**src/sv/asc_pkg.sv**
```systemverilog
// Shared types and constants for the AABB segment clipper.
package asc_pkg;

  localparam int VW = 32;            // value width
  localparam int FB = 16;            // fraction bits
  localparam int NLANE = 6;          // slab tests per item
  localparam int RW = VW + FB;       // dividend width
  localparam int DW = 2 * VW - 1;    // shifted divisor width
  localparam int CW = (RW > DW) ? RW : DW;

  typedef enum logic [2:0] {
    REG_MIN_X = 3'd0,
    REG_MIN_Y = 3'd1,
    REG_MIN_Z = 3'd2,
    REG_MAX_X = 3'd3,
    REG_MAX_Y = 3'd4,
    REG_MAX_Z = 3'd5
  } reg_idx_e;

  typedef struct packed {
    logic signed [VW-1:0] origin_x;
    logic signed [VW-1:0] origin_y;
    logic signed [VW-1:0] origin_z;
    logic signed [VW-1:0] dir_x;
    logic signed [VW-1:0] dir_y;
    logic signed [VW-1:0] dir_z;
    logic signed [VW-1:0] t_enter_in;
    logic signed [VW-1:0] t_exit_in;
  } in_t;

  typedef struct packed {
    logic                 inside_res;
    logic signed [VW-1:0] t_enter;
    logic signed [VW-1:0] t_exit;
  } out_t;

  // one slab test in flight
  typedef struct packed {
    logic [RW-1:0] rem;    // partial remainder
    logic [DW-1:0] dsh;    // divisor aligned to current quotient bit
    logic [VW-1:0] quo;
    logic          sat;
    logic          rneg;
    logic          pneg;
    logic          pzero;
    logic          qpos;
  } lane_t;

  typedef struct packed {
    lane_t [NLANE-1:0]    lane;
    logic signed [VW-1:0] lo;
    logic signed [VW-1:0] hi;
    logic                 ok;
  } work_t;

endpackage

```
**src/sv/asc_prep.sv**
```systemverilog
// Entry stage: slab distances, slopes and saturation check.
module asc_prep import asc_pkg::*; (
  input  logic                 clk_i,
  input  logic                 rst_ni,
  input  logic                 en_i,
  input  logic                 vld_i,
  input  in_t                  data_i,
  input  logic [VW-1:0]        box_i [NLANE],
  output logic                 vld_o,
  output work_t                work_o
);

  function automatic lane_t mk_lane(logic signed [VW-1:0] a, logic signed [VW-1:0] b,
                                    logic pneg, logic [VW-1:0] mp);
    lane_t             l;
    logic signed [VW:0] diff;
    logic [VW-1:0]     mq;
    logic [2*VW-1:0]   lim;
    logic [2*VW-1:0]   num;
    diff = {a[VW-1], a} - {b[VW-1], b};
    mq   = diff[VW] ? VW'(-diff) : diff[VW-1:0];
    l.rneg  = (diff[VW] == pneg);
    l.pneg  = pneg;
    l.pzero = (mp == '0);
    l.qpos  = !diff[VW] && (mq != '0);
    l.rem   = {mq, {FB{1'b0}}};
    l.dsh   = {mp, {(VW-1){1'b0}}};
    l.quo   = '0;
    // quotient above cap iff num >= (cap+1)*mp
    num   = (2*VW)'(l.rem);
    lim   = (2*VW)'({mp, {(VW-1){1'b0}}}) + (l.rneg ? (2*VW)'(mp) : '0);
    l.sat = (num >= lim);
    return l;
  endfunction

  logic [VW-1:0] mp [3];
  logic          dn [3];
  logic signed [VW-1:0] org [3];
  work_t work_d, work_q;
  logic  vld_q;

  assign org[0] = data_i.origin_x;
  assign org[1] = data_i.origin_y;
  assign org[2] = data_i.origin_z;
  assign dn[0]  = data_i.dir_x[VW-1];
  assign dn[1]  = data_i.dir_y[VW-1];
  assign dn[2]  = data_i.dir_z[VW-1];
  assign mp[0]  = dn[0] ? -data_i.dir_x : data_i.dir_x;
  assign mp[1]  = dn[1] ? -data_i.dir_y : data_i.dir_y;
  assign mp[2]  = dn[2] ? -data_i.dir_z : data_i.dir_z;

  always_comb begin
    for (int a = 0; a < 3; a++) begin
      work_d.lane[2*a]   = mk_lane(box_i[a], org[a], !dn[a], mp[a]);
      work_d.lane[2*a+1] = mk_lane(org[a], box_i[a+3], dn[a], mp[a]);
    end
    work_d.lo = data_i.t_enter_in;
    work_d.hi = data_i.t_exit_in;
    work_d.ok = 1'b1;
  end

  always_ff @(posedge clk_i or negedge rst_ni) begin
    if (!rst_ni) begin
      vld_q <= 1'b0;
    end else if (en_i) begin
      vld_q <= vld_i;
    end
  end

  always_ff @(posedge clk_i) begin
    if (en_i) begin
      work_q <= work_d;
    end
  end

  assign vld_o  = vld_q;
  assign work_o = work_q;

endmodule

```
**config.mk**
```make
export PLATFORM = sky130hd
export DESIGN_NAME = asc_prep
export DESIGN_NICKNAME = d
export VERILOG_FILES = /design/src/sv/asc_pkg.sv /design/src/sv/asc_prep.sv
export SDC_FILE = /design/constraint.sdc
export NUM_CORES = 1
export LEC_CHECK = 0
export BUFFER_PORTS_ARGS = -buffer_cell sky130_fd_sc_hd__buf_2
export CAP_MARGIN = 20
export CELL_PAD_IN_SITES_DETAIL_PLACEMENT = 0
export CELL_PAD_IN_SITES_GLOBAL_PLACEMENT = 1
export CORE_AREA = 2 2 547 549
export DETAILED_ROUTE_END_ITERATION = 12
export DIE_AREA = 0 0 549 551
export GPL_ROUTABILITY_DRIVEN = 1
export MAX_ROUTING_LAYER = met4
export PLACE_DENSITY_LB_ADDON = 0.08
export RECOVER_POWER = 50
export SLEW_MARGIN = 20
export SYNTH_ARGS = -nofsm -noshare
export SYNTH_HDL_FRONTEND = slang
export SYNTH_SLANG_ARGS = --single-unit
```
**constraint.sdc**
```tcl
create_clock -name clk_i -period 1.3 [get_ports clk_i]
set_clock_uncertainty 0.2 [all_clocks]
set_input_delay 0.13 -clock clk_i [delete_from_list [all_inputs] [get_ports clk_i]]
set_output_delay 0.13 -clock clk_i [all_outputs]
set_load 0.01 [all_outputs]
```
==> results.py <==
metrics = {
    "yosys": {
        "post_synth_xor_area_fraction_pct": 9.69,
        "synth_edf_count": 379,
        "synth-seq-cells": 380,
        "synth-compound-area-share_pct": 20.0,
        "synth.area.mux_share_pct": 0.630,
        "synth_top_cells_by_area": "edfxtp_1, ha_1, buf_4",
        "netlist.area_leader.share_pct": 24.7,
        "netlist_instances": 5550,
        "synth_ff_type": "edfxtp_1",
        "synthesis.yosys.warnings": 0,
        "synth_fa_ha_area_share_pct": 11.2,
        "syn_area_per_cell_sq_um": 8.30,
        "synth_area_sq_um": 46100,
        "ys_seq_area_share_pct": 24.8,
        "synth_largest_area_cell": "edfxtp_1",
        "largest_family_of_logic_cells_by_synthesized_area": "simple AND/OR/NAND/NOR gates",
        "post_synth_and_or_nand_nor_area_fraction_pct": 20.1,
        "ys_types": 120,
        "synthArstFlopShare_pct": 0.263,
    },
    "timing": {
        "hold_violations": 32,
        "worst_slack_ns": -3.56,
        "report.final.setup_viol": 1130,
        "layout_min_cycle_time_ns": 4.86,
        "worst_slew_pin_slew_ns": 0.975,
        "worst_hold_slack_ns": -0.235,
        "slew-limit-headroom_pct": 34.8,
        "fmax_ghz": 0.206,
        "layout_worst_path_cycle_share_pct": 374,
        "timing_max_transition_violations_final": 0,
        "setup_tns_ns": -613.88,
        "grt_setup_unrepaired": "yes",
    },
    "global_routing": {
        "number_of_antenna_violations_at_the_first_check_in_global_routing": 26,
        "grt_use_total_pct": 18.0,
        "grt_remaining_overflow": 0,
        "grt_first_pass_wirelength_um": 384000,
        "grt_start_max_net_pins": 34,
        "first_global_vias": 53300,
    },
    "power_and_ir_drop": {
        "pwr_density_nw_per_um2": 1060,
        "static-leakage-power_nw": 36.8,
        "ir_worst_vdd_mv": 1.14,
    },
    "placed_design": {
        "io_buffer_count": 930,
        "placed_cell_area_sq_um": 72900,
        "dpl.hpwl_um": 243000,
        "gp_congestion": 0.864,
    },
    "finish": {
        "finish.instance_area_sq_um": 82600,
        "fin_nets": 9763,
        "share_of_cells_above_drive_strength_1_pct": 50.1,
        "final.fill_count": 32200,
        "layout_common_cells": "buf_4, buf_2, conb_1",
        "layout_commonest_cell": "buf_4",
        "synthToLayoutAreaGrowth_pct": 79.4,
    },
    "drt": {
        "detail_route.wl_per_cell_um": 21.4,
        "route.detailed.drc": 0,
        "detail_route.first_pass.iterations": 6,
        "drt_wl_total_um": 276000,
        "routed_via_density": 4.06,
        "drt-initial-drc-count": 2327,
        "detailroute.via_count": 52300,
        "ant_nets": 0,
    },
    "outcome": {
        "violated_checks": "hold timing, setup timing",
        "status": "finished with violations",
    },
    "floorplan": {
        "initial_core_util_pct": 15.5,
        "design.die.area_sq_um": 302000,
        "floorplan.core_area_sq_um": 296000,
        "io_pins": 1406,
        "num_rows": 200,
        "chipHeight_um": 551,
        "chipWidth_um": 549,
    },
    "clock_tree": {
        "clk_root_buffer_cell": "clkbuf_16",
        "postCtsHoldBufs": 139,
        "cts_num_sinks": 380,
        "numCtsBuffers": 52,
        "cts_tree": "built",
        "insertion_delay_ns": 0.69,
        "path_clk_slew_ns": 0.06,
        "clockBufferDepth": 3,
        "cts-htree-levels": 2,
    },
    "critical_path": {
        "timing.critical_path.required_ns": 1.54,
        "worstSetupEndpointType": "register",
        "slowest_stage": "or4_4",
        "crit_path_max_incr_delay_ns": 0.44,
        "worst_path_max_fanout": 4,
        "startpoint_class": "primary input",
        "critical_path.top_delay_family": "compound AO/OA/AOI/OAI gates",
        "critPathBufInv": 3,
        "setup.worst_path.class": "primary input to register",
        "crit_arrival_ns": 5.10,
    },
    "flow_run": {
        "max_cap_violations": 0,
    },
    "hold_path": {
        "hold_path.class": "primary input to register",
    },
}
==> logic make-up after synthesis <==
family / count (synthesis)
xor+xnor: 505
compound gates: 1371
flops: 380
buf+inv: 1073
other cells: 2
simple gates: 1781
mux: 28
fa+ha+maj: 410
==> through the flow <==
| stage | hold WS (ns) | std cells | util [%] | worst slack [ns] | total power, W |
|---|---|---|---|---|---|
| 2_1_floorplan | -0.366 | 6023 | - | -4.04 | 0.0400 |
| 3_3_place_gp | -0.295 | 12500 | 24.6 | -4.74 | 0.0663 |
| 3_5_place_dp | -0.292 | 12500 | 24.6 | -4.61 | 0.0662 |
| 4_1_cts | -0.313 | 12800 | 27.0 | -3.53 | 0.0871 |
| 5_1_grt | -0.273 | 12900 | 27.9 | -3.86 | 0.0938 |
| 6_report | -0.235 | 12900 | 27.9 | -3.56 | 0.0878 |
==> power breakdown <==
part	switching, W	internal (W)
clock network	0.00672	0.00945
logic	0.0284	0.0257
registers	0.00115	0.0163
==> Yosys cell counts (all sizes together), types with 52 or more instances <==
cell and instances:
a21oi 367, and3 52, xor2 172, nand4 122
a31oi 55, o21ai 290, nor2 336, nand2 473
or3 88, a21o 99, clkbuf 133, nor2b 72
nand2b 80, ha 404, edfxtp 379, nor3 128
and2 57, nand3 112, xnor2 333, buf 603
o211ai 60, inv 335, a211oi 64, o31ai 64
nor4 59
==> path summary, 6_finish.rpt <==
check	slack (ns)	depth (start not counted)	end	from
setup / recovery	-3.56	30	work_o[365]	box_i[128]
hold / removal	-0.24	4	work_o[308]	data_i[155]
setup reg to reg	0.36	1	vld_o	vld_o
hold reg to reg	0.31	1	vld_o	vld_o
max in group asynchronous	0.21	4	vld_o	rst_ni
min in group asynchronous	0.59	4	vld_o	rst_ni
==> sequential cells by signal (all words and copies together), names as in the netlist <==
signal  cells
vld_o       1
work_o    379
==> metal layers <==
metal	part of all wire, %	wire length (um)	global-route usage [%]	up-vias
met2	50	138000	31.4	1193
met3	3.3	9060	1.57	175
met1	44	123000	22.2	25000
met5	0	0	-	-
met4	2.4	6670	4.36	0
li1	-	-	-	26000
==> what timing repair did <==
item / CTS / global route
endpoints found under the hold margin: 524 / 42
gates resized for setup: 590 / 382
pin swaps: 267 / 224
endpoints found under the setup margin: 762 / 773
buffers inserted: 135 / 93
==> area by class of cell <==
type | count | area (sq um) | area share [%]
multi-input combinational | 4570 | 36900 | 44.6
timing repair buffer | 3560 | 26100 | 31.6
sequential | 380 | 11400 | 13.8
tap | 3939 | 4930 | 5.97
inverter | 337 | 1380 | 1.67
clock buffer | 58 | 1320 | 1.60
clock inverter | 38 | 556 | 0.673
antenna | 11 | 27.5 | 0.0333
Note: power is estimated with default switching activity, not from simulation.
