--- src/sv/asc_pkg.sv ---
// Shared types and constants for the AABB segment clipper.
package asc_pkg;

  localparam int VW = 32;            // value width
  localparam int FB = 16;            // fraction bits
  localparam int NLANE = 6;          // slab tests per item
  localparam int RW = VW + FB;       // dividend width
  localparam int DW = 2 * VW - 1;    // shifted divisor width
  localparam int CW = (RW > DW) ? RW : DW;

  typedef enum logic [2:0] {
    REG_MIN_X = 3'd0,
    REG_MIN_Y = 3'd1,
    REG_MIN_Z = 3'd2,
    REG_MAX_X = 3'd3,
    REG_MAX_Y = 3'd4,
    REG_MAX_Z = 3'd5
  } reg_idx_e;

  typedef struct packed {
    logic signed [VW-1:0] origin_x;
    logic signed [VW-1:0] origin_y;
    logic signed [VW-1:0] origin_z;
    logic signed [VW-1:0] dir_x;
    logic signed [VW-1:0] dir_y;
    logic signed [VW-1:0] dir_z;
    logic signed [VW-1:0] t_enter_in;
    logic signed [VW-1:0] t_exit_in;
  } in_t;

  typedef struct packed {
    logic                 inside_res;
    logic signed [VW-1:0] t_enter;
    logic signed [VW-1:0] t_exit;
  } out_t;

  // one slab test in flight
  typedef struct packed {
    logic [RW-1:0] rem;    // partial remainder
    logic [DW-1:0] dsh;    // divisor aligned to current quotient bit
    logic [VW-1:0] quo;
    logic          sat;
    logic          rneg;
    logic          pneg;
    logic          pzero;
    logic          qpos;
  } lane_t;

  typedef struct packed {
    lane_t [NLANE-1:0]    lane;
    logic signed [VW-1:0] lo;
    logic signed [VW-1:0] hi;
    logic                 ok;
  } work_t;

endpackage

--- src/sv/asc_div_cell.sv ---
// Divider cell: one quotient bit for every lane.
module asc_div_cell import asc_pkg::*; (
  input  logic  clk_i,
  input  logic  rst_ni,
  input  logic  en_i,
  input  logic  vld_i,
  input  work_t work_i,
  output logic  vld_o,
  output work_t work_o
);

  work_t work_d, work_q;
  logic  vld_q;

  always_comb begin
    work_d = work_i;
    for (int i = 0; i < NLANE; i++) begin
      if (CW'(work_i.lane[i].rem) >= CW'(work_i.lane[i].dsh)) begin
        work_d.lane[i].rem = RW'(CW'(work_i.lane[i].rem) - CW'(work_i.lane[i].dsh));
        work_d.lane[i].quo = {work_i.lane[i].quo[VW-2:0], 1'b1};
      end else begin
        work_d.lane[i].quo = {work_i.lane[i].quo[VW-2:0], 1'b0};
      end
      work_d.lane[i].dsh = work_i.lane[i].dsh >> 1;
    end
  end

  always_ff @(posedge clk_i or negedge rst_ni) begin
    if (!rst_ni) begin
      vld_q <= 1'b0;
    end else if (en_i) begin
      vld_q <= vld_i;
    end
  end

  always_ff @(posedge clk_i) begin
    if (en_i) begin
      work_q <= work_d;
    end
  end

  assign vld_o  = vld_q;
  assign work_o = work_q;

endmodule

--- config.mk ---
export PLATFORM = sky130hd
export DESIGN_NAME = asc_div_cell
export DESIGN_NICKNAME = d
export VERILOG_FILES = /design/src/sv/asc_pkg.sv /design/src/sv/asc_div_cell.sv
export SDC_FILE = /design/constraint.sdc
export NUM_CORES = 1
export LEC_CHECK = 0
export BUFFER_PORTS_ARGS = -buffer_cell sky130_fd_sc_hd__buf_4
export CORE_AREA = 2 2 744 746
export CTS_CLUSTER_DIAMETER = 30
export CTS_CLUSTER_SIZE = 10
export DETAILED_ROUTE_END_ITERATION = 6
export DIE_AREA = 0 0 746 748
export MAX_ROUTING_LAYER = met4
export PLACE_DENSITY = 0.32
export SYNTH_ARGS = -nofsm -noshare
export SYNTH_HDL_FRONTEND = slang
export SYNTH_SLANG_ARGS = --single-unit
--- constraint.sdc ---
create_clock -name clk_i -period 1 [get_ports clk_i]
set_input_delay 0 -clock clk_i [delete_from_list [all_inputs] [get_ports clk_i]]
set_output_delay 0 -clock clk_i [all_outputs]
set_load 0.1 [all_outputs]
==> results of run 1 <==
-- synthesized netlist by cell type (33+ instances only) --
| master | n | share of area (%) |
|---|---|---|
| nand2_1 | 313 | 2.4 |
| nor2_1 | 157 | 1.2 |
| xor2_1 | 99 | 1.8 |
| ha_1 | 288 | 7.3 |
| nor3_1 | 34 | 0.34 |
| nor2b_1 | 33 | 0.42 |
| edfxtp_1 | 947 | 58 |
| nand3_1 | 59 | 0.60 |
| o21ai_0 | 259 | 2.6 |
| inv_1 | 368 | 2.8 |
| and3_1 | 36 | 0.46 |
| a21oi_1 | 294 | 3.0 |
| o21bai_1 | 53 | 0.81 |
| mux2_2 | 142 | 3.2 |
| clkbuf_1 | 99 | 0.75 |
| a21o_1 | 153 | 2.3 |
| nand4_1 | 75 | 0.95 |
| a31oi_1 | 41 | 0.52 |
| xnor2_1 | 153 | 2.7 |
| nor4_1 | 35 | 0.44 |
-- worst min path at each step --
stage,end,cells past startpoint,startpoint,slack [ns]
after floorplan,vld_o,0,rst_ni,-0.30
after global placement,vld_o,1,rst_ni,-0.22
after detailed placement,vld_o,1,rst_ni,-0.22
after CTS,work_o[855],1,work_i[856],-0.90
after global routing,work_o[855],1,work_i[856],-0.86
final,work_o[855],1,work_i[856],-0.76
-- layer usage --
| layer | global-route usage (%) | share of wire [%] | up-vias |
|---|---|---|---|
| li1 | - | - | 26300 |
| met1 | 16.1 | 37 | 28000 |
| met2 | 27.1 | 49 | 2226 |
| met3 | 7.05 | 9.9 | 606 |
| met4 | 4.61 | 3.9 | 0 |
| met5 | - | 0 | - |
-- cell families (layout without fill, tap and decap cells) --
group	after synthesis	in the layout
AO/OA/AOI/OAI	1045	1045
flip-flops	948	948
AND/OR/NAND/NOR	865	865
buffers and inverters	495	6125
adder cells (fa/ha/maj)	294	294
XOR/XNOR	252	252
multiplexers	186	186
other	1	129
-- registers in the layout, summed over array words and instances (netlist names) --
register and count:
vld_o 1, work_o 947
-- per-stage QoR --
stage | utilization (%) | std cells
after floorplan | - | 4091
after global placement | 15.9 | 14700
after detailed placement | 15.9 | 14700
after CTS | 21.3 | 16900
after global routing | 22.7 | 17100
final | 22.7 | 17100
-- final cells by class --
type | count | area [µm²]
Inverter | 368 | 1610
Timing Repair Buffer | 5125 | 49100
Sequential cell | 948 | 28500
Clock buffer | 389 | 8870
Fill cell | 59400 | 426000
Clock inverter | 243 | 2590
Multi-Input combinational cell | 2648 | 25000
Antenna cell | 123 | 308
Tap cell | 7287 | 9120
-- power groups by stage --
stage	clock, mW	sequential, mW	combinational (mW)
final	106	49.7	69.1
after global routing	111	50.0	72.1
after CTS	108	49.4	65.6
after detailed placement	0	49.9	58.8
after global placement	0	49.9	58.9
after floorplan	0	71.4	11.2
-- what timing repair did --
action | 4_1_cts | 5_1_grt
pin swaps | 181 | 198
cloned | 23 | 16
setup buffers | 98 | 85
endpoints found under the setup margin | 1242 | 1242
gates resized for setup | 523 | 1468
hold endpoints to repair | 1896 | 325
hold buffers | 1412 | 143
==> results.cfg, run 1 <==
[drt]
antenna_left = 0
vias = 57100
drt_wl_total_um = 450000
first_pass_iters = 5
viasPerCell = 3.33
drt-initial-drc-count = 2782
wl_per_cell_um = 26.3
drc = 0

[placed_design]
finalWeightedCongestion = 0.938
placed_area_um2 = 87800
dp_hpwl_um = 382000
pre_cts_ws_ns = -2.65
io_buffers = 1898

[timing]
timing.final.crit_share_pct = 236
fmax_ghz = 0.424
skew_ns = 0
hold_viol = 222
slew_viol_final = 0
finalSetupViolCount = 1242
tightest_slew_ns = 0.642
setup_ws_ns = -1.36
rsz0062_at_grt = yes
hold_slack_ns = -0.763
fin_crit_ns = 2.36
relSlewSlack_pct = 56.7
finalSetupTns_ns = -877.97

[worst_setup_path]
critical_path_buf_inv_count = 5
critPathLaunchType = input pin
crit_start = work_i[205]
worst_setup_path_end_kind = flop
cp_num_cells = 14
crit_path_top_delay_cell = dlygate4sd3_1
worstSetupEndpoint = work_o[202]
reg2reg_from = vld_o
path_cells = buf_4 -> dlygate4sd3_1 -> ha_4 -> a21o_1 -> a21o_1 -> a21oi_4 -> nand2_1 -> a211oi_2 -> a21oi_4 -> a21oi_4 -> buf_12 -> buf_12 -> buf_12 -> mux2_4
r2r_setup_slack_ns = 0.12
path_delay_family = compound AO/OA/AOI/OAI gates
required_ns = 1.65
r2r-end = vld_o
reg2regPathDepth = 1
path_max_fanout = 6
worstSetupPathType = input pin to flop
cp_data_arrival_time_ns = 3.01
slowest_delay_ns = 0.60

[clocking]
clkSinkCount = 948
cts.root.buffer_cell = clkbuf_16
clock_path_buffers = 4
path_clk_slew_ns = 0.04
numCtsBuffers = 347
cts_tree = built
htreeDepth = 5
clk_latency_ns = 0.92

[die]
core_area_um2 = 551000
start_util_pct = 8.97
placementRows = 273
die-area_um2 = 558000
die_y_um = 748
io_pins = 1911
die_x_um = 746

[logic_synthesis]
ys.flop_type = edfxtp_1
yosys_register_bits = 948
synth_xor_area_share_pct = 4.47
synthArstFlopShare_pct = 0.105
synth_top_family_by_area = compound AO/OA/AOI/OAI gates
synth_fa_ha_area_share_pct = 7.54
yosysUniqueCellTypes = 90
synth_compound_area_share_pct = 13.4
muxShareOfSynthArea_pct = 4.44
yosys_warnings = 0
synth_edf_count = 947
synth_area_um2 = 49400
postSynthCellCount = 4086
syn_area_per_cell_um2 = 12.1
synth_seq_area_share_pct = 57.6
synthSimpleGateAreaFrac_pct = 8.54

[power_and_ir_drop]
ir_drop_mv = 1.49
clkPwrFrac_pct = 47.1
total_leakage_power_nw = 52.5
power_frac_comb_pct = 30.8
p_per_area_nw_per_um2 = 1800
switchingPower_mw = 78.8
p_int_mw = 146
switching_share_pct = 35.1
sequentialPowerShare_pct = 22.1
p_total_mw = 225

[status]
violations = negative hold slack, negative setup slack
status = complete, but fails checks

[finish]
fin_nets = 10700
area_delta_synth_final_pct = 153
stdcell_area_um2 = 125000
layout_common_cells = 2712 x buf_4, 1509 x dlygate4sd3_1, 947 x edfxtp_1
final_common_cell = buf_4
drive_gt1_share_pct = 52.3

[global_route]
grt_pass1_wl_um = 574000
antenna_found_initial = 218
overflow = 0
grt_pass1_vias = 61100
grt_max_degree = 69
track_usage_pct = 15.7

[flow_run]
cap_violations = 0

[worst_hold_path]
holdCritPathClass = input pin to flop
No activity file was read; power rests on OpenSTA's default activity.
==> run 2: changes to the inputs <==
--- a/config.mk
+++ b/config.mk
@@ -6,5 +6,5 @@
 export NUM_CORES = 1
 export LEC_CHECK = 0
-export BUFFER_PORTS_ARGS = -buffer_cell sky130_fd_sc_hd__buf_4
+export BUFFER_PORTS_ARGS = -buffer_cell sky130_fd_sc_hd__buf_2
 export CORE_AREA = 2 2 744 746
 export CTS_CLUSTER_DIAMETER = 30
==> constraint.sdc (replaced) <==
create_clock -name clk_i -period 1 [get_ports clk_i]
set_input_delay 0.1 -clock clk_i [delete_from_list [all_inputs] [get_ports clk_i]]
set_output_delay 0.1 -clock clk_i [all_outputs]
set_load 0.1 [all_outputs]
==> run 2 against run 1 <==
The flow still finishes with violations (negative hold slack, negative setup slack). Power up 2.2%. Setup slack lost 0.15 ns. Sequential share of layout area shrank 0.67 points. Critical path type unchanged. Critical endpoint is now work_o[359]. Largest cell class unchanged.
==> results.cfg, run 2 (synthesis gave the netlist of run 1 again) <==
[global_route]
antenna_found_initial = 247
track_usage_pct = 15.5
grt_max_degree = 61
grt_pass1_wl_um = 563000
grt_pass1_vias = 59500
overflow = 0

[timing]
fin_crit_ns = 2.51
fmax_ghz = 0.399
timing.final.crit_share_pct = 251
hold_viol = 114
rsz0062_at_grt = yes
setup_ws_ns = -1.51
finalSetupViolCount = 1250
tightest_slew_ns = 0.674
hold_slack_ns = -0.642
relSlewSlack_pct = 54.6
skew_ns = 0
slew_viol_final = 0

[die]
die-area_um2 = 558000
die_x_um = 746
start_util_pct = 8.97
placementRows = 273
core_area_um2 = 551000
io_pins = 1911
die_y_um = 748

[power_and_ir_drop]
switchingPower_mw = 79.6
total_leakage_power_nw = 54.2
ir_drop_mv = 1.36
switching_share_pct = 34.7
clkPwrFrac_pct = 46.4
sequentialPowerShare_pct = 22.1
power_frac_comb_pct = 31.6
p_per_area_nw_per_um2 = 1780
p_int_mw = 150

[clocking]
cts_tree = built
htreeDepth = 5
clk_latency_ns = 0.92
clkSinkCount = 948
numCtsBuffers = 349
clock_path_buffers = 4
cts.root.buffer_cell = clkbuf_16
path_clk_slew_ns = 0.04

[worst_setup_path]
required_ns = 1.67
r2r-end = vld_o
reg2regPathDepth = 1
reg2reg_from = vld_o
worst_setup_path_end_kind = flop
path_delay_family = compound AO/OA/AOI/OAI gates
cp_data_arrival_time_ns = 3.17
path_max_fanout = 2
cp_num_cells = 14
critPathLaunchType = input pin
crit_path_top_delay_cell = or4b_1
path_cells = buf_8 -> inv_12 -> ha_4 -> fa_2 -> nand2b_4 -> a21oi_4 -> o21ai_4 -> a31o_4 -> o31a_1 -> o31ai_4 -> a41oi_2 -> or4b_1 -> and3_4 -> mux2_4
slowest_delay_ns = 0.55
worstSetupPathType = input pin to flop
r2r_setup_slack_ns = 0.14
critical_path_buf_inv_count = 2

[drt]
drt-initial-drc-count = 3039
vias = 57000
wl_met3_um = 37900
met1Wirelength_um = 167000
viasPerCell = 3.33
wl_per_cell_um = 25.8
antenna_left = 0
drt_wl_total_um = 441000
drc = 0
wl_met2_um = 212000
highest-signal-layer = met4
first_pass_iters = 6

[finish]
final_common_cell = buf_4
fin_nets = 10700
area_delta_synth_final_pct = 161
layout_common_cells = 1553 x buf_4, 1498 x dlygate4sd3_1, 1061 x buf_12
drive_gt1_share_pct = 50.9
largest_reg_flops = 947

[placed_design]
io_buffers = 1898
finalWeightedCongestion = 0.948
dp_hpwl_um = 375000
pre_cts_ws_ns = -2.75

[worst_hold_path]
whs_path_depth = 1
worstHoldEndpoint = work_o[873]
min-delay-start = work_i[874]
holdCritPathClass = input pin to flop

[status]
status = complete, but fails checks
violations = negative hold slack, negative setup slack

[flow_run]
cap_violations = 0
-- run 2: cell count changes in the layout (fill, tap and decap cells not counted), sizes merged --
cell,change
clkinvlp,-2
clkbuf,+23
clkinv,-20
inv,+4
buf,+1
dlymetal6s4s,-5
dlygate4sd3,-11
bufbuf,+1
-- run 2: layout make-up --
| cell class | count | area, µm² |
|---|---|---|
| repair buffers | 5112 | 54000 |
| clock buffers | 411 | 9000 |
| flip-flops and latches | 948 | 28500 |
| well taps | 7287 | 9120 |
| multi-input cells | 2648 | 23900 |
| fillers | 59100 | 422000 |
| inverters | 368 | 1550 |
| clock inverters | 225 | 2530 |
| diodes | 123 | 308 |
-- run 2: worst max path at each step --
stage,slack [ns],endpoint,from
2_1_floorplan,-2.17,work_o[359],work_i[313]
3_3_place_gp,-2.81,work_o[359],work_i[313]
3_5_place_dp,-2.75,work_o[492],work_i[399]
4_1_cts,-1.38,work_o[359],work_i[313]
5_1_grt,-1.48,work_o[359],work_i[313]
6_report,-1.51,work_o[359],work_i[313]
-- run 2: power by group through the flow --
| stage | combinational [mW] | clock [mW] | sequential (mW) |
|---|---|---|---|
| 5_1_grt | 75.5 | 112 | 51.0 |
| 6_report | 72.5 | 106 | 50.7 |
| 3_5_place_dp | 65.6 | 0 | 51.4 |
| 4_1_cts | 71.2 | 109 | 50.8 |
| 2_1_floorplan | 11.2 | 0 | 71.4 |
| 3_3_place_gp | 65.8 | 0 | 51.4 |
-- run 2: through the flow --
stage | power [mW] | instances | instance area, µm² | TNS (ns) | util, %
finish | 230 | 17100 | 129000 | -994.27 | 23.4
global route | 238 | 17100 | 129000 | -1106.48 | 23.4
CTS | 231 | 16800 | 124000 | -1107.30 | 22.5
detailed placement | 117 | 14800 | 97200 | -890.15 | 17.7
global placement | 117 | 14800 | 97200 | -895.25 | 17.7
floorplan | 82.6 | 4091 | 52200 | -466.90 | -
-- run 2: timing repair --
action | 4_1_cts | 5_1_grt
gates cloned | 10 | 16
endpoints found under the hold margin | 1761 | 211
endpoints found under the setup margin | 1242 | 1242
resized for setup | 203 | 553
hold buffers | 1393 | 137
pin swaps | 69 | 149
buffers inserted | 33 | 79
-- run 2: routing by layer --
metal	global-route usage, %	vias up
li1	-	26300
met1	16.3	27600
met2	26.0	2352
met3	5.76	831
met4	6.70	0
met5	-	-
