### src/sv/asc_pkg.sv
// Shared types and constants for the AABB segment clipper.
package asc_pkg;

  localparam int VW = 32;            // value width
  localparam int FB = 16;            // fraction bits
  localparam int NLANE = 6;          // slab tests per item
  localparam int RW = VW + FB;       // dividend width
  localparam int DW = 2 * VW - 1;    // shifted divisor width
  localparam int CW = (RW > DW) ? RW : DW;

  typedef enum logic [2:0] {
    REG_MIN_X = 3'd0,
    REG_MIN_Y = 3'd1,
    REG_MIN_Z = 3'd2,
    REG_MAX_X = 3'd3,
    REG_MAX_Y = 3'd4,
    REG_MAX_Z = 3'd5
  } reg_idx_e;

  typedef struct packed {
    logic signed [VW-1:0] origin_x;
    logic signed [VW-1:0] origin_y;
    logic signed [VW-1:0] origin_z;
    logic signed [VW-1:0] dir_x;
    logic signed [VW-1:0] dir_y;
    logic signed [VW-1:0] dir_z;
    logic signed [VW-1:0] t_enter_in;
    logic signed [VW-1:0] t_exit_in;
  } in_t;

  typedef struct packed {
    logic                 inside_res;
    logic signed [VW-1:0] t_enter;
    logic signed [VW-1:0] t_exit;
  } out_t;

  // one slab test in flight
  typedef struct packed {
    logic [RW-1:0] rem;    // partial remainder
    logic [DW-1:0] dsh;    // divisor aligned to current quotient bit
    logic [VW-1:0] quo;
    logic          sat;
    logic          rneg;
    logic          pneg;
    logic          pzero;
    logic          qpos;
  } lane_t;

  typedef struct packed {
    lane_t [NLANE-1:0]    lane;
    logic signed [VW-1:0] lo;
    logic signed [VW-1:0] hi;
    logic                 ok;
  } work_t;

endpackage

### src/sv/asc_slab_cell.sv
// Slab cell: applies the head lane to the interval, shifts lanes down.
module asc_slab_cell import asc_pkg::*; (
  input  logic  clk_i,
  input  logic  rst_ni,
  input  logic  en_i,
  input  logic  vld_i,
  input  work_t work_i,
  output logic  vld_o,
  output work_t work_o
);

  lane_t l;
  logic [VW-1:0] cap;
  logic [VW-1:0] mag;
  logic signed [VW:0] rw;
  logic signed [VW-1:0] r;
  work_t work_d, work_q;
  logic  vld_q;

  assign l   = work_i.lane[0];
  assign cap = l.rneg ? {1'b1, {(VW-1){1'b0}}} : {1'b0, {(VW-1){1'b1}}};
  assign mag = l.sat ? cap : l.quo;
  assign rw  = l.rneg ? -$signed({1'b0, mag}) : $signed({1'b0, mag});
  assign r   = rw[VW-1:0];

  always_comb begin
    work_d = work_i;
    for (int i = 0; i < NLANE - 1; i++) begin
      work_d.lane[i] = work_i.lane[i+1];
    end
    if (work_i.ok) begin
      if (l.pzero) begin
        work_d.ok = !l.qpos;
      end else if (l.pneg) begin
        if (r > work_i.hi) work_d.ok = 1'b0;
        else if (r > work_i.lo) work_d.lo = r;
      end else begin
        if (r < work_i.lo) work_d.ok = 1'b0;
        else if (r < work_i.hi) work_d.hi = r;
      end
    end
  end

  always_ff @(posedge clk_i or negedge rst_ni) begin
    if (!rst_ni) begin
      vld_q <= 1'b0;
    end else if (en_i) begin
      vld_q <= vld_i;
    end
  end

  always_ff @(posedge clk_i) begin
    if (en_i) begin
      work_q <= work_d;
    end
  end

  assign vld_o  = vld_q;
  assign work_o = work_q;

endmodule

### config.mk
export PLATFORM = sky130hd
export DESIGN_NAME = asc_slab_cell
export DESIGN_NICKNAME = d
export VERILOG_FILES = /design/src/sv/asc_pkg.sv /design/src/sv/asc_slab_cell.sv
export SDC_FILE = /design/constraint.sdc
export NUM_CORES = 1
export LEC_CHECK = 0
export BUFFER_PORTS_ARGS = -buffer_cell sky130_fd_sc_hd__buf_4
export CORE_AREA = 5 5 749 751
export CTS_BUF_LIST = sky130_fd_sc_hd__clkbuf_8
export DETAILED_ROUTE_END_ITERATION = 8
export DIE_AREA = 0 0 754 756
export GPL_ROUTABILITY_DRIVEN = 0
export SYNTH_ARGS = -nofsm -noshare
export SYNTH_HDL_FRONTEND = slang
export SYNTH_SLANG_ARGS = --single-unit
### constraint.sdc
create_clock -name clk_i -period 1.41 [get_ports clk_i]
set_input_delay 0.423 -clock clk_i [delete_from_list [all_inputs] [get_ports clk_i]]
set_output_delay 0.423 -clock clk_i [all_outputs]
set_load 0.03 [all_outputs]
==> flow_summary.html, run 1 <==
<table>
<tr><th>Metric</th><th>Value</th></tr>
<tr><th colspan="2">Worst setup path</th></tr>
<tr><td>Worst Setup Path Type</td><td>in -&gt; reg</td></tr>
<tr><td>Cell depth of the worst flop-to-flop path</td><td>2</td></tr>
<tr><td>Reg-to-reg critical path endpoint</td><td>vld_o$_DFFE_PN0P_</td></tr>
<tr><td>Kind of end point of the critical path</td><td>flip-flop</td></tr>
<tr><td>Crit-path max cell delay</td><td>0.54 ns</td></tr>
<tr><td>Top fanout value on the critical path</td><td>6</td></tr>
<tr><td>Cells along the critical path</td><td>buf_6 -&gt; or4_4 -&gt; nand4bb_4 -&gt; a221o_2 -&gt; a21oi_4 -&gt; and3_4 -&gt; nor3_2 -&gt; a311o_1 -&gt; ha_4 -&gt; nand4_1 -&gt; nor4_4 -&gt; nand4_1 -&gt; a31oi_1 -&gt; nor2_1 -&gt; mux2_4 -&gt; a211oi_4 -&gt; buf_6 -&gt; buf_12 -&gt; mux2_4</td></tr>
<tr><td>Type of element launching the critical path</td><td>input pin</td></tr>
<tr><td>Data arrival time of the critical path</td><td>4.93 ns</td></tr>
<tr><td>Data required, critical path</td><td>2.02 ns</td></tr>
<tr><td>Max stage delay cell, worst path</td><td>or4_4</td></tr>
<tr><td>Setup slack on the worst flop-to-flop path</td><td>0.52 ns</td></tr>
<tr><td>RR Startpoint</td><td>vld_o$_DFFE_PN0P_</td></tr>
<tr><td>Buffering stage count on the worst path with inverters included</td><td>3</td></tr>
<tr><td>Kind of cell adding the most delay to the critical path</td><td>simple AND/OR/NAND/NOR gates</td></tr>
<tr><th colspan="2">Cells and area</th></tr>
<tr><td>Area grow syn2layout</td><td>146%</td></tr>
<tr><td>Number of fill cells</td><td>61,900</td></tr>
<tr><td>Most common cell after layout, fill and taps aside</td><td>dlygate4sd3_1</td></tr>
<tr><td>Commonest cells after routing, fill and taps aside</td><td>1,079 x dlygate4sd3_1, 1,059 x buf_4, 914 x buf_6, 805 x edfxtp_1, 173 x clkbuf_8</td></tr>
<tr><td>Final standard cell utilization of the core</td><td>12.9%</td></tr>
<tr><td>Layout cell share with drive strength beyond 1</td><td>50.3%</td></tr>
<tr><td># nets final</td><td>5,637</td></tr>
<tr><th colspan="2">Timing</th></tr>
<tr><td>Setup Viol. Count Final</td><td>1,019</td></tr>
<tr><td>Maximum clock frequency</td><td>232 MHz</td></tr>
<tr><td>Relative slew margins</td><td>64.8%</td></tr>
<tr><td>Final worst path period share</td><td>306%</td></tr>
<tr><td>Endpoints failing hold</td><td>0</td></tr>
<tr><td>Worst clock skew on the final layout</td><td>0 ns</td></tr>
<tr><td>Final total negative setup slack</td><td>-752.47 ns</td></tr>
<tr><td>Worst-margin pin slew</td><td>0.527 ns</td></tr>
<tr><td>Final critical-path setup slack</td><td>-2.91 ns</td></tr>
<tr><td>Min Tclk post-route</td><td>4.32 ns</td></tr>
<tr><td>Max-slew violation total from the final report</td><td>0</td></tr>
<tr><td>Unrepaired setup endpoints after global routing</td><td>true</td></tr>
<tr><th colspan="2">Global route</th></tr>
<tr><td>Total track usage</td><td>13.3%</td></tr>
<tr><td>Final global-route overflow total</td><td>0</td></tr>
<tr><td>Vias in the first global route</td><td>30,100</td></tr>
<tr><td>First-pass GRT wire length</td><td>460,000 um</td></tr>
<tr><td>Pin count of the biggest net entering global routing</td><td>50</td></tr>
<tr><td>Antenna violations before repair</td><td>334</td></tr>
<tr><th colspan="2">Placed design</th></tr>
<tr><td>PortBufs</td><td>1,799</td></tr>
<tr><td>Worst setup timing slack at the placement stage</td><td>-3.94 ns</td></tr>
<tr><td>Detailed-placement wirelength estimate</td><td>354,000 um</td></tr>
<tr><th colspan="2">Power</th></tr>
<tr><td>Power density normalized to cell area</td><td>1100 nW/um^2</td></tr>
<tr><td>Leakage power summed over all cells</td><td>27.4 nW</td></tr>
<tr><td>Largest vdd supply drop</td><td>595 uV</td></tr>
<tr><th colspan="2">Drt</th></tr>
<tr><td>Antenna viol nets, final</td><td>0</td></tr>
<tr><td>Number of detailed-route iterations in the first pass</td><td>5</td></tr>
<tr><td>Drt initial violations</td><td>2,104</td></tr>
<tr><td>Drt via density</td><td>2.40</td></tr>
<tr><td>Routed WL</td><td>398,000 um</td></tr>
<tr><td>Total via count after detailed routing</td><td>29,300</td></tr>
<tr><td>DR WL/cell</td><td>32.6 um</td></tr>
<tr><td>DRC violation count after routing</td><td>0</td></tr>
<tr><th colspan="2">Synth</th></tr>
<tr><td>Netlist Area Pre-Place</td><td>29,100 um^2</td></tr>
<tr><td>Async set-or-reset flop fraction in the synthesized netlist</td><td>0.124%</td></tr>
<tr><td>Count of cell types in the netlist</td><td>70</td></tr>
<tr><td>Prevailing post-synth register cell</td><td>edfxtp_1</td></tr>
<tr><td>Synthesis-stage register bit count</td><td>806</td></tr>
<tr><td>Number of warnings reported in the yosys synthesis log</td><td>0</td></tr>
<tr><td>Sequential fraction of the synthesis area</td><td>83.2%</td></tr>
<tr><td>Average instance area after synthesis</td><td>19.6 um^2</td></tr>
<tr><td>Number of flops mapped to enable cells by yosys</td><td>805</td></tr>
<tr><td>Post-Syn Nets</td><td>2,502</td></tr>
<tr><td>Syn Inst Count</td><td>1,480</td></tr>
<tr><th colspan="2">Clocking</th></tr>
<tr><td>Clock tree from TritonCTS</td><td>yes</td></tr>
<tr><td>Root buffer selected by CTS</td><td>clkbuf_8</td></tr>
<tr><td>Count of clock tree sinks</td><td>806</td></tr>
<tr><td>Post-CTS clock slew at the launch and capture registers of the worst setup and hold paths</td><td>0.06 ns</td></tr>
<tr><td>Number of clock buffers inserted by TritonCTS</td><td>171</td></tr>
<tr><td>H-Tree Level Count</td><td>4</td></tr>
<tr><td>Number of buffers on the longest clock path</td><td>4</td></tr>
<tr><td>Clock insertion delay at the later pin of the skew report</td><td>1.01 ns</td></tr>
<tr><th colspan="2">Floorplanning</th></tr>
<tr><td>Count of pins on the block boundary</td><td>1,911</td></tr>
<tr><td>Initial Utilization</td><td>5.25%</td></tr>
<tr><td>Die X-Extent</td><td>754 um</td></tr>
<tr><td>Placeable core region</td><td>554,000 um^2</td></tr>
<tr><td>Area of the die</td><td>570,000 um^2</td></tr>
<tr><td>Height of the die</td><td>756 um</td></tr>
<tr><td>Total number of placement rows</td><td>274</td></tr>
<tr><th colspan="2">Hold path</th></tr>
<tr><td>Hold Path Cell Cnt</td><td>2</td></tr>
<tr><td>Worst min path class</td><td>in -&gt; reg</td></tr>
<tr><td>Terminating pin of the worst hold path</td><td>work_o[915]$_DFFE_PP_</td></tr>
<tr><td>Origin of the worst min-delay path</td><td>work_i[915]</td></tr>
<tr><th colspan="2">Status</th></tr>
<tr><td>Violated checks</td><td>negative setup slack</td></tr>
<tr><td>Outcome</td><td>finished, violations left</td></tr>
<tr><th colspan="2">Run</th></tr>
<tr><td>Maximum capacitance violations</td><td>0</td></tr>
</table>
-- power by group --
part / switching [mW] / internal (mW)
registers: 1.47 / 28.6
logic: 13.3 / 8.76
clock network: 13.0 / 13.3
total: 27.7 / 50.6
-- layer usage --
metal  part of all wire [%]  track usage, %
met5                   0.14               0
met4                    4.2            4.16
met3                     17            9.68
met2                     44            20.9
met1                     35            14.0
-- repair_timing --
action	4_1_cts	5_1_grt
hold buffers	1079	0
pin swaps	2	15
endpoints found under the setup margin	1019	1019
buffers inserted	14	2
hold endpoints to repair	1080	0
resized for setup	1030	44
gates cloned	6	0
-- final cells by class --
cell class | count | area (um^2) | area share, %
flip-flops and latches | 806 | 24200 | 33.8
inverters | 72 | 283 | 0.395
clock buffers | 173 | 2380 | 3.33
multi-input cells | 432 | 3790 | 5.30
diodes | 123 | 308 | 0.430
well taps | 7314 | 9150 | 12.8
repair buffers | 3132 | 30500 | 42.6
clock inverters | 137 | 936 | 1.31
-- through the flow --
| step | std cells | hold WS, ns | total power, mW | instance area, um^2 |
|---|---|---|---|---|
| after global routing | 12100 | 0.0698 | 82.1 | 71400 |
| after CTS | 12100 | 0.00264 | 80.5 | 71000 |
| after detailed placement | 10700 | 0.200 | 47.9 | 52800 |
| final | 12200 | 0.182 | 78.4 | 71500 |
| after global placement | 10700 | 0.198 | 47.8 | 52800 |
| after floorplan | 1480 | 0.127 | 35.7 | 29400 |
-- logic make-up (layout without fill, tap and decap cells) --
group / after synthesis / count (layout) / synth area share (%)
compound gates: 152 / 152 / 3.53
xor+xnor: 2 / 2 / 0.0603
fa+ha+maj: 65 / 65 / 2.80
buf+inv: 242 / 3514 / 5.30
flops: 806 / 806 / 83.2
mux: 66 / 66 / 2.57
other cells: 0 / 123 / 0
simple gates: 147 / 147 / 2.52
-- worst max path at each step --
stage               cells after the start       start              endpoint
global placement                       18  work_i[76]  work_o[48]$_DFFE_PP_
detailed placement                     18  work_i[76]  work_o[43]$_DFFE_PP_
finish                                 19  work_i[76]  work_o[62]$_DFFE_PP_
global route                           19  work_i[76]  work_o[62]$_DFFE_PP_
floorplan                              23  work_i[69]  work_o[54]$_DFFE_PP_
CTS                                    20  work_i[76]  work_o[19]$_DFFE_PP_
-- registers in the layout, summed over array words and instances (netlist names) --
signal  cells
work_o    805
vld_o       1
-- synthesized netlist by cell type (9+ instances only) --
library cell  count  area (um^2)
nand4_1          12         75.1
mux2_2           62          698
o311ai_0          9         78.8
ha_1             65          813
nand2_1          25         93.8
nor2_1           43          161
nand3_1          12         60.1
inv_1            71          267
o21ai_0          29          145
nor3_1           19         95.1
buf_4           149         1120
a21oi_1          44          220
edfxtp_1        805        24200
clkbuf_1         10         37.5
No activity file was read; power rests on OpenSTA's default activity.
==> inputs of run 2 (changes only) <==
--- a/config.mk
+++ b/config.mk
@@ -5,7 +5,7 @@
 export SDC_FILE = /design/constraint.sdc
 export NUM_CORES = 1
 export LEC_CHECK = 0
-export BUFFER_PORTS_ARGS = -buffer_cell sky130_fd_sc_hd__buf_4
+export BUFFER_PORTS_ARGS = -buffer_cell sky130_fd_sc_hd__buf_2
 export CORE_AREA = 5 5 749 751
 export CTS_BUF_LIST = sky130_fd_sc_hd__clkbuf_8
 export DETAILED_ROUTE_END_ITERATION = 8
==> run 2 against run 1 <==
The run still ends with negative setup slack left. Non-clock buffer count fell by 5. Worst hold slack got worse by 0.019 ns. Wire length grew 0.17%. Via count up 1.7%. First-iteration DRC count up 3.5%. Combinational power barely moved. Highest routed layer unchanged.
==> flow_summary.html, run 2 (synthesis gave the netlist of run 1 again) <==
<table>
<tr><th>Metric</th><th>Value</th></tr>
<tr><th colspan="2">Cells and area</th></tr>
<tr><td>Number of fill cells</td><td>61,900 (-0.087%)</td></tr>
<tr><td># nets final</td><td>5,629 (-0.14%)</td></tr>
<tr><td>Final standard cell utilization of the core</td><td>12.8% (-0.058 points)</td></tr>
<tr><td>Layout cell share with drive strength beyond 1</td><td>50.9% (+0.65 points)</td></tr>
<tr><td>Most common cell after layout, fill and taps aside</td><td>dlygate4sd3_1</td></tr>
<tr><td>Area grow syn2layout</td><td>145%</td></tr>
<tr><td>Number of flip-flops under the largest register name</td><td>805 (unchanged)</td></tr>
<tr><td>Commonest cells after routing, fill and taps aside</td><td>1,057 x dlygate4sd3_1, 842 x buf_2, 805 x edfxtp_1, 744 x buf_6, 237 x buf_12</td></tr>
<tr><th colspan="2">Placed design</th></tr>
<tr><td>Detailed-placement wirelength estimate</td><td>354,000 um (about the same)</td></tr>
<tr><td>PortBufs</td><td>1,799 (unchanged)</td></tr>
<tr><td>Worst setup timing slack at the placement stage</td><td>-3.88 ns (+0.0593 ns)</td></tr>
<tr><th colspan="2">Timing</th></tr>
<tr><td>Final worst path period share</td><td>306% (+0.35 points)</td></tr>
<tr><td>Worst clock skew on the final layout</td><td>0 ns (unchanged)</td></tr>
<tr><td>Setup Viol. Count Final</td><td>1,020 (+0.098%)</td></tr>
<tr><td>Max-slew violation total from the final report</td><td>0 (unchanged)</td></tr>
<tr><td>Final total negative setup slack</td><td>-760.94 ns (-8.47 ns)</td></tr>
<tr><td>Final critical-path setup slack</td><td>-2.91 ns (-0.00491 ns)</td></tr>
<tr><td>Unrepaired setup endpoints after global routing</td><td>true</td></tr>
<tr><td>Relative slew margins</td><td>63.2% (-1.6 points)</td></tr>
<tr><td>Endpoints failing hold</td><td>0 (unchanged)</td></tr>
<tr><td>Maximum clock frequency</td><td>231 MHz (-0.11%)</td></tr>
<tr><td>Min Tclk post-route</td><td>4.32 ns (+0.00491 ns)</td></tr>
<tr><td>Worst-margin pin slew</td><td>0.551 ns (+0.0236 ns)</td></tr>
<tr><th colspan="2">Clocking</th></tr>
<tr><td>Root buffer selected by CTS</td><td>clkbuf_8</td></tr>
<tr><td>H-Tree Level Count</td><td>4 (unchanged)</td></tr>
<tr><td>Number of buffers on the longest clock path</td><td>4 (unchanged)</td></tr>
<tr><td>Post-CTS clock slew at the launch and capture registers of the worst setup and hold paths</td><td>0.06 ns (about the same)</td></tr>
<tr><td>Count of clock tree sinks</td><td>806 (unchanged)</td></tr>
<tr><td>Number of clock buffers inserted by TritonCTS</td><td>168 (-1.8%)</td></tr>
<tr><td>Clock tree from TritonCTS</td><td>yes</td></tr>
<tr><td>Clock insertion delay at the later pin of the skew report</td><td>0.99 ns (-0.02 ns)</td></tr>
<tr><th colspan="2">Floorplanning</th></tr>
<tr><td>Height of the die</td><td>756 um (unchanged)</td></tr>
<tr><td>Count of pins on the block boundary</td><td>1,911 (unchanged)</td></tr>
<tr><td>Initial Utilization</td><td>5.25% (unchanged)</td></tr>
<tr><td>Die X-Extent</td><td>754 um (unchanged)</td></tr>
<tr><td>Placeable core region</td><td>554,000 um^2 (unchanged)</td></tr>
<tr><td>Total number of placement rows</td><td>274 (unchanged)</td></tr>
<tr><td>Area of the die</td><td>570,000 um^2 (unchanged)</td></tr>
<tr><th colspan="2">Power</th></tr>
<tr><td>Power density normalized to cell area</td><td>1110 nW/um^2 (+1.4%)</td></tr>
<tr><td>Largest vdd supply drop</td><td>1270 uV (+110%)</td></tr>
<tr><td>Leakage power summed over all cells</td><td>27.3 nW (-0.29%)</td></tr>
<tr><th colspan="2">Status</th></tr>
<tr><td>Violated checks</td><td>negative setup slack</td></tr>
<tr><td>Outcome</td><td>finished, violations left</td></tr>
<tr><th colspan="2">Hold path</th></tr>
<tr><td>Worst min path class</td><td>in -&gt; reg</td></tr>
<tr><td>Hold Path Cell Cnt</td><td>2 (unchanged)</td></tr>
<tr><th colspan="2">Drt</th></tr>
<tr><td>Antenna viol nets, final</td><td>0 (unchanged)</td></tr>
<tr><td>Drt initial violations</td><td>2,177 (+3.5%)</td></tr>
<tr><td>DR WL/cell</td><td>32.6 um (about the same)</td></tr>
<tr><td>Number of detailed-route iterations in the first pass</td><td>5 (unchanged)</td></tr>
<tr><td>Drt via density</td><td>2.44 (+1.5%)</td></tr>
<tr><td>Routed WL</td><td>398,000 um (+0.17%)</td></tr>
<tr><td>DRC violation count after routing</td><td>0 (unchanged)</td></tr>
<tr><td>Total via count after detailed routing</td><td>29,800 (+1.7%)</td></tr>
<tr><th colspan="2">Worst setup path</th></tr>
<tr><td>Data arrival time of the critical path</td><td>5.02 ns (+0.09 ns)</td></tr>
<tr><td>Worst Setup Path Type</td><td>in -&gt; reg</td></tr>
<tr><td>Cell depth of the worst flop-to-flop path</td><td>2 (unchanged)</td></tr>
<tr><td>Data required, critical path</td><td>2.11 ns (+0.09 ns)</td></tr>
<tr><td>Type of element launching the critical path</td><td>input pin</td></tr>
<tr><td>Kind of end point of the critical path</td><td>flip-flop</td></tr>
<tr><td>Top fanout value on the critical path</td><td>5 (-1)</td></tr>
<tr><th colspan="2">Global route</th></tr>
<tr><td>Final global-route overflow total</td><td>0 (unchanged)</td></tr>
<tr><td>Pin count of the biggest net entering global routing</td><td>50 (unchanged)</td></tr>
<tr><td>Vias in the first global route</td><td>30,000 (-0.27%)</td></tr>
<tr><td>First-pass GRT wire length</td><td>460,000 um (about the same)</td></tr>
<tr><td>Total track usage</td><td>13.3% (about the same)</td></tr>
<tr><td>Antenna violations before repair</td><td>360 (+7.8%)</td></tr>
<tr><th colspan="2">Run</th></tr>
<tr><td>Maximum capacitance violations</td><td>0 (unchanged)</td></tr>
</table>
-- run 2: changes by cell type in the layout (fill, tap and decap cells not counted), sizes merged --
| cell | delta |
|---|---|
| clkinv | -3 |
| clkinvlp | -6 |
| bufinv | +4 |
| dlygate4sd3 | -22 |
| diode | +40 |
| buf | +16 |
| clkbuf | -2 |
| inv | -4 |
-- run 2: final cells by class --
cell class | instances | area [um^2] | share of cell area [%]
timing repair buffer | 3127 | 30000 | 42.1
sequential | 806 | 24200 | 34.0
tap | 7314 | 9150 | 12.9
multi-input combinational | 432 | 3850 | 5.41
clock buffer | 170 | 2340 | 3.29
clock inverter | 128 | 995 | 1.40
antenna | 163 | 408 | 0.573
inverter | 72 | 283 | 0.397
-- run 2: path summary, 6_finish.rpt --
| kind | slack [ns] | start | end |
|---|---|---|---|
| worst max register to register | 0.08 | vld_o$_DFFE_PN0P_ | vld_o$_DFFE_PN0P_ |
| worst min-delay path | 0.16 | work_i[641] | work_o[493]$_DFFE_PP_ |
| worst min register to register | 1.09 | vld_o$_DFFE_PN0P_ | vld_o$_DFFE_PN0P_ |
| min in group asynchronous | 0.30 | rst_ni | vld_o$_DFFE_PN0P_ |
| worst max-delay path | -2.91 | work_i[76] | work_o[34]$_DFFE_PP_ |
| max in group asynchronous | 1.00 | rst_ni | vld_o$_DFFE_PN0P_ |
-- run 2: what timing repair did --
item | CTS | global route
gates cloned | 6 | 1
pin swaps | 11 | 12
gates resized for setup | 1546 | 42
buffers inserted | 14 | 6
hold buffers | 1057 | 0
endpoints found under the setup margin | 1019 | 1020
hold endpoints to repair | 941 | 0
-- run 2: layer usage --
layer	wire length, um	GRT usage [%]	up-vias
li1	-	-	12100
met1	138000	14.0	14500
met2	173000	20.8	2393
met3	68700	9.71	755
met4	17900	4.46	108
met5	700	0	-
-- run 2: per-stage QoR --
step / instance area (um^2) / std cells / power, mW / hold slack (ns)
floorplan: 29400 / 1480 / 35.7 / 0.127
global placement: 51500 / 10700 / 47.6 / 0.197
detailed placement: 51500 / 10700 / 47.7 / 0.199
CTS: 70600 / 12000 / 81.1 / 0.000169
global route: 71000 / 12100 / 82.6 / 0.0369
finish: 71200 / 12200 / 79.1 / 0.163
-- run 2: where the power goes --
part / internal [mW] / total [mW] / leakage, nW / switching, mW
logic: 8.92 / 22.2 / 17.6 / 13.3
registers: 28.6 / 30.2 / 7.89 / 1.62
clock network: 13.8 / 26.7 / 1.81 / 12.9
total: 51.3 / 79.1 / 27.3 / 27.8
-- run 2: critical path, stage by stage --
cell and delay [ns]:
buf_6 0.09, or4_4 0.53, nand4bb_1 0.22, a221o_2 0.43, a21oi_4 0.17, and3_4 0.21
nor3_2 0.04, a311o_1 0.33, ha_1 0.35, nand4_1 0.16, nor4_4 0.06, buf_4 0.14
a221oi_2 0.24, o21ai_1 0.10, nor2_1 0.15, mux2_4 0.35, a211oi_4 0.29, buf_12 0.17
buf_12 0.12, clkbuf_16 0.15, mux2_4 0.30
